==> src/assert_macros.svh <==
// Assertion macros shared by the RTL that checks itself.
`ifndef ASSERT_MACROS_SVH
`define ASSERT_MACROS_SVH

// Consequent must hold in the same cycle as the antecedent.
`define CRT_ASSERT_NOW(lbl, clk, rst, ante, cons, msg) \
   lbl: assert property (@(posedge clk) disable iff (rst) (ante) |-> (cons)) else $error(msg);

// Consequent must hold in the cycle after the antecedent.
`define CRT_ASSERT_NEXT(lbl, clk, rst, ante, cons, msg) \
   lbl: assert property (@(posedge clk) disable iff (rst) (ante) |=> (cons)) else $error(msg);

`endif

==> src/crt_pkg.sv <==
// Shared types and constants of the incremental CRT combiner.
`timescale 1ns / 1ps
package crt_pkg;

   localparam int DEF_INPUT_BITS    = 32;
   localparam int DEF_COMBINED_BITS = 62;

   localparam logic [1:0] ST_OK    = 2'd0;
   localparam logic [1:0] ST_NOSOL = 2'd1;
   localparam logic [1:0] ST_OVF   = 2'd2;

   typedef enum logic [3:0] {
      OP_NONE, OP_BMOD, OP_GCD, OP_RMOD, OP_DDIV, OP_MDIV, OP_PROD,
      OP_MQ, OP_MM, OP_EDIV, OP_EMUL, OP_TMUL, OP_RUPD
   } op_type;

   typedef enum logic [3:0] {
      S_IDLE, S_CHECK, S_BMOD, S_GCD, S_RMOD, S_DDIV, S_MDIV, S_PROD,
      S_MQ, S_MM, S_ECHK, S_EDIV, S_EMUL, S_TMUL, S_RUPD, S_FINISH
   } state_type;

   typedef struct packed {
      logic   load;
      logic   go;
      op_type op;
      logic   out_load;
   } cmd_type;

   typedef struct packed {
      logic done;
      logic fail;
      logic md_one;
      logic r1_zero;
   } sts_type;

endpackage

==> src/crt_ctrl.sv <==
// Controller: sequences the datapath operations and runs both handshakes.
`timescale 1ns / 1ps
module crt_ctrl import crt_pkg::*; (
   input  logic    clock,
   input  logic    reset,
   input  logic    req_valid,
   output logic    req_stall,
   output logic    rsp_valid,
   input  logic    rsp_stall,
   input  sts_type sts,
   output cmd_type cmd
);
   state_type state_ff, state_in;
   logic      issued_ff, issued_in, rsp_valid_ff, rsp_valid_in;
   op_type    op;
   logic      out_free;

   assign out_free = !rsp_valid_ff || !rsp_stall;

   always_comb begin
      state_in = state_ff;
      unique case (state_ff)
         S_IDLE:   if (req_valid) state_in = S_CHECK;
         S_CHECK:  state_in = sts.fail ? S_FINISH : S_BMOD;
         S_BMOD:   if (sts.done) state_in = S_GCD;
         S_GCD:    if (sts.done) state_in = S_RMOD;
         S_RMOD:   if (sts.done) state_in = S_DDIV;
         S_DDIV:   if (sts.done) state_in = sts.fail ? S_FINISH : S_MDIV;
         S_MDIV:   if (sts.done) state_in = S_PROD;
         S_PROD: begin
            if (sts.done) state_in = (sts.fail || sts.md_one) ? S_FINISH : S_MQ;
         end
         S_MQ:     if (sts.done) state_in = S_MM;
         S_MM:     if (sts.done) state_in = S_ECHK;
         S_ECHK:   state_in = sts.r1_zero ? S_TMUL : S_EDIV;
         S_EDIV:   if (sts.done) state_in = S_EMUL;
         S_EMUL:   if (sts.done) state_in = S_ECHK;
         S_TMUL:   if (sts.done) state_in = S_RUPD;
         S_RUPD:   if (sts.done) state_in = S_FINISH;
         S_FINISH: if (out_free) state_in = S_IDLE;
         default:  state_in = S_IDLE;
      endcase
   end

   always_comb begin
      unique case (state_ff)
         S_BMOD:  op = OP_BMOD;
         S_GCD:   op = OP_GCD;
         S_RMOD:  op = OP_RMOD;
         S_DDIV:  op = OP_DDIV;
         S_MDIV:  op = OP_MDIV;
         S_PROD:  op = OP_PROD;
         S_MQ:    op = OP_MQ;
         S_MM:    op = OP_MM;
         S_EDIV:  op = OP_EDIV;
         S_EMUL:  op = OP_EMUL;
         S_TMUL:  op = OP_TMUL;
         S_RUPD:  op = OP_RUPD;
         default: op = OP_NONE;
      endcase
      cmd.op       = op;
      cmd.go       = (op != OP_NONE) && !issued_ff;
      cmd.load     = (state_ff == S_IDLE) && req_valid;
      cmd.out_load = (state_ff == S_FINISH) && out_free;
      req_stall    = (state_ff != S_IDLE);
      issued_in    = (op != OP_NONE) && !sts.done;
      rsp_valid_in = cmd.out_load ? 1'b1 : (rsp_valid_ff && rsp_stall);
   end

   always_ff @(posedge clock) begin
      if (reset) begin
         state_ff     <= S_IDLE;
         issued_ff    <= 1'b0;
         rsp_valid_ff <= 1'b0;
      end else begin
         state_ff     <= state_in;
         issued_ff    <= issued_in;
         rsp_valid_ff <= rsp_valid_in;
      end
   end

   assign rsp_valid = rsp_valid_ff;
endmodule

==> config.mk <==
export PLATFORM = sky130hd
export DESIGN_NAME = crt_ctrl
export DESIGN_NICKNAME = d
export VERILOG_FILES = /design/src/assert_macros.svh /design/src/crt_pkg.sv /design/src/crt_ctrl.sv
export SDC_FILE = /design/constraint.sdc
export NUM_CORES = 1
export LEC_CHECK = 0
export BUFFER_PORTS_ARGS = -buffer_cell sky130_fd_sc_hd__buf_2
export CORE_UTILIZATION = 50
export CTS_BUF_LIST = sky130_fd_sc_hd__clkbuf_4 sky130_fd_sc_hd__clkbuf_8
export DETAILED_ROUTE_END_ITERATION = 12
export GPL_TIMING_DRIVEN = 0
export PLACE_DENSITY = 0.75
export SYNTH_ARGS = -nofsm -noshare
export SYNTH_HDL_FRONTEND = slang
export SYNTH_SLANG_ARGS = --single-unit
==> constraint.sdc <==
create_clock -name clock -period 2.7 [get_ports clock]
set_clock_uncertainty 0.15 [all_clocks]
set_input_delay 0.54 -clock clock [delete_from_list [all_inputs] [get_ports clock]]
set_output_delay 0.54 -clock clock [all_outputs]
set_load 0.05 [all_outputs]
==> impl_metrics.toml <==
[timing]
final_setup_viols = 0
final.min_clock_period_ns = 2.66
final_hold_viol_count = 0
tightestPinTransition_ns = 0.453
timing.final.crit_share_pct = 98.4
maxSlewViolCount = 0
relSlewSlack_pct = 69.8
fin_hold_ws_ns = 0.310
max_freq_mhz = 377

[final_layout]
layout.filler_cells = 112
antenna_cells_inserted = 0
nets = 122
final_layout_size_suffix_gt1_share_pct = 38.0
layout.area.seq_um2 = 200
multi_input_comb_area_um2 = 513
area_delta_synth_final_pct = 22.3

[power]
switchingPower_mw = 0.728
power_density_nw_per_um2 = 1550
static_power_due_to_leakage_nw = 0.419
p_int_mw = 0.724
totalPowerFinal_mw = 1.45
clkPwrFrac_pct = 9.0
vdd_drop_max_v = 0.000712
p_sw_share_pct = 50.1
p_seq_share_pct = 17.3
power.combinational.fraction_pct = 73.7

[yosys]
yosys.cell_types.count = 40
synthFlopType = "sky130_fd_sc_hd__dfxtp_1"
synth_area_per_cell_um2 = 9.13
synth_top_cell_by_area = "sky130_fd_sc_hd__dfxtp_1"
ys_seq_area_share_pct = 26.1
netlist_area_pre_place_um2 = 767
synth_edf_count = 0
synth-seq-cells = 10
synthArstFlopShare_pct = 0
synthesis.instances = 84
mappedNetlistNets = 97
top_area_cell_type_share_of_the_netlist_area_pct = 26.1
yosys_warnings = 0
ys_top_cells_by_area = "sky130_fd_sc_hd__dfxtp_1 26%, sky130_fd_sc_hd__ha_1 8.2%, sky130_fd_sc_hd__mux2i_1 5.2%"

[worst_setup_path]
path_delay_family = "simple AND/OR/NAND/NOR gates"
slowest_cell_on_the_critical_path = "sky130_fd_sc_hd__or4_4"
criticalPathCategory = "register to register"
worstPathCellList = "or4_4 -> o22ai_4 -> or2_4 -> buf_6 -> o221a_4 -> inv_2 -> ha_1 -> mux4_2"
critPathRequiredTime_ns = 2.69
critPathCaptureType = "register"
arrival_ns = 2.64
combined_buffer_and_inverter_count_along_the_critical_path = 2
worstSetupStartpointType = "register"
worst-path-max-fanout = 5
cpPeakStageDelay_ns = 0.56

[floorplan]
die_h_um = 41.2
design.portCount = 17
initial_utilization_pct = 56.1
core.rowCount = 13
floorplan.die.width_um = 41.2
die_ar_um2 = 1690
floorplan.core_area_um2 = 1370

[clock_tree]
cts.path.max_buffers = 2
clock_tree_from_tritoncts = "yes"
number_of_h_tree_branching_levels = 1
cts_root_buffer = "sky130_fd_sc_hd__clkbuf_4"
cts.sinks = 10
clock_transition_at_the_registers_of_the_reported_paths_ns = 0.06
cts.hold.buffers_added = 0
clk_latency_ns = 0.26
cts_made_buffers = 3

[job]
timing.max_cap.violations = 0

[global_route]
grt_overflow = 0
grt_pass1_wl_um = 2190
grt_start_max_net_pins = 11
grt_usage_pct = 20.2
grt_pass1_vias = 556
grt_antenna_before_repair = 0

[drt]
drt_wl_total_um = 1590
drt_iter0_markers = 22
mean_routed_wirelength_per_cell_um = 12.9
tritonroute_pass_1_iters = 4
routed_via_density = 5.81
drc = 0
drtAntennaViolNets = 0
vias = 715

[placed_design]
io_buffers = 16
place_congestion = 0.846
hpwl_um = 1140

[worst_hold_path]
worst_hold_path_type = "input pin to register"

[outcome]
outcome = "completed"
logic make-up after synthesis:
logic type | share of synthesized area [%]
compound gates | 29.7
simple gates | 17.9
buf+inv | 7.67
flops | 26.1
mux | 8.16
fa+ha+maj | 8.16
xor+xnor | 2.28
area by class of cell:
| cell class | count | area share (%) |
|---|---|---|
| multi-input combinational | 63 | 54.7 |
| buffer | 5 | 4.00 |
| timing repair buffer | 20 | 11.7 |
| tap | 15 | 2.00 |
| sequential | 10 | 21.3 |
| inverter | 6 | 2.40 |
| clock buffer | 4 | 3.87 |
final timing paths:
| path | from | end | slack [ns] | cells past startpoint |
|---|---|---|---|---|
| setup / recovery | state_ff[3]$_SDFFE_PP0N_ | op[0]$_DFF_P_ | 0.04 | 8 |
| hold / removal | sts[3] | issued_ff$_SDFF_PP0_ | 0.31 | 2 |
| setup reg to reg | state_ff[3]$_SDFFE_PP0N_ | op[0]$_DFF_P_ | 0.04 | 8 |
| hold reg to reg | op[1]$_DFF_P_ | issued_ff$_SDFF_PP0_ | 0.38 | 2 |
state kept, by name, indices dropped and copies added (netlist names):
register,flops
issued_ff,1
rsp_valid,1
state_ff,4
op,4
cell usage after synthesis, types with 2 or more instances:
| cell | instances |
|---|---|
| sky130_fd_sc_hd__nor2b_1 | 2 |
| sky130_fd_sc_hd__a21oi_1 | 7 |
| sky130_fd_sc_hd__dfxtp_1 | 10 |
| sky130_fd_sc_hd__nand2_1 | 2 |
| sky130_fd_sc_hd__xnor2_1 | 2 |
| sky130_fd_sc_hd__nor3_1 | 3 |
| sky130_fd_sc_hd__o21ai_0 | 3 |
| sky130_fd_sc_hd__buf_6 | 2 |
| sky130_fd_sc_hd__nand2b_1 | 2 |
| sky130_fd_sc_hd__mux2i_1 | 4 |
| sky130_fd_sc_hd__nor2_1 | 7 |
| sky130_fd_sc_hd__inv_1 | 5 |
| sky130_fd_sc_hd__ha_1 | 5 |
| sky130_fd_sc_hd__o211ai_1 | 3 |
| sky130_fd_sc_hd__buf_2 | 2 |
cells in the final DEF, fill, tap and decap left out, types with 4 or more instances in the layout:
cell                       n
sky130_fd_sc_hd__buf_4     4
sky130_fd_sc_hd__inv_1     5
sky130_fd_sc_hd__dfxtp_1  10
sky130_fd_sc_hd__buf_2    18
sky130_fd_sc_hd__mux2i_1   4
sky130_fd_sc_hd__a21oi_1   7
sky130_fd_sc_hd__ha_1      5
sky130_fd_sc_hd__nor2_1    6
repair_timing:
| item | CTS | global route |
|---|---|---|
| pin swaps | 1 | 3 |
| setup endpoints to repair | 1 | 1 |
| setup buffers | 0 | 4 |
| resized for setup | 0 | 4 |
worst reg2reg max path, stage by stage (launching register included):
cell and delay, ns:
sky130_fd_sc_hd__dfxtp_1 0.36, sky130_fd_sc_hd__or4_4 0.56, sky130_fd_sc_hd__o22ai_4 0.21, sky130_fd_sc_hd__or2_4 0.16, sky130_fd_sc_hd__buf_6 0.12, sky130_fd_sc_hd__o221a_4 0.19, sky130_fd_sc_hd__inv_2 0.06, sky130_fd_sc_hd__ha_1 0.29
sky130_fd_sc_hd__mux4_2 0.45
per-layer routing:
layer  vias up  global-route usage, %  share of wire, %
met5         -                      0                 0
met4         0                   18.5               2.6
met3         4                   1.63               4.2
met2        30                   32.8                47
met1       321                   23.2                47
li1        360                      -                 -
stage by stage:
stage / setup slack [ns] / TNS (ns) / cells / area, um^2 / util [%]
finish: 0.0441 / 0 / 123 / 938 / 68.7
global route: -0.0358 / -0.0358 / 123 / 938 / 68.7
CTS: 0.0168 / 0 / 119 / 902 / 66.0
detailed placement: -0.0225 / -0.0225 / 115 / 866 / 63.4
global placement: -0.000913 / -0.000913 / 115 / 866 / 63.4
floorplan: 0.0342 / 0 / 84 / 767 / -
power by group through the flow:
stage	clock network (mW)	registers (mW)	logic, mW
2_1_floorplan	0	0.310	0.767
3_3_place_gp	0	0.249	0.980
3_5_place_dp	0	0.250	0.997
4_1_cts	0.134	0.247	0.997
5_1_grt	0.140	0.258	1.17
6_report	0.131	0.251	1.07
Power figures use the tool's default switching activity.
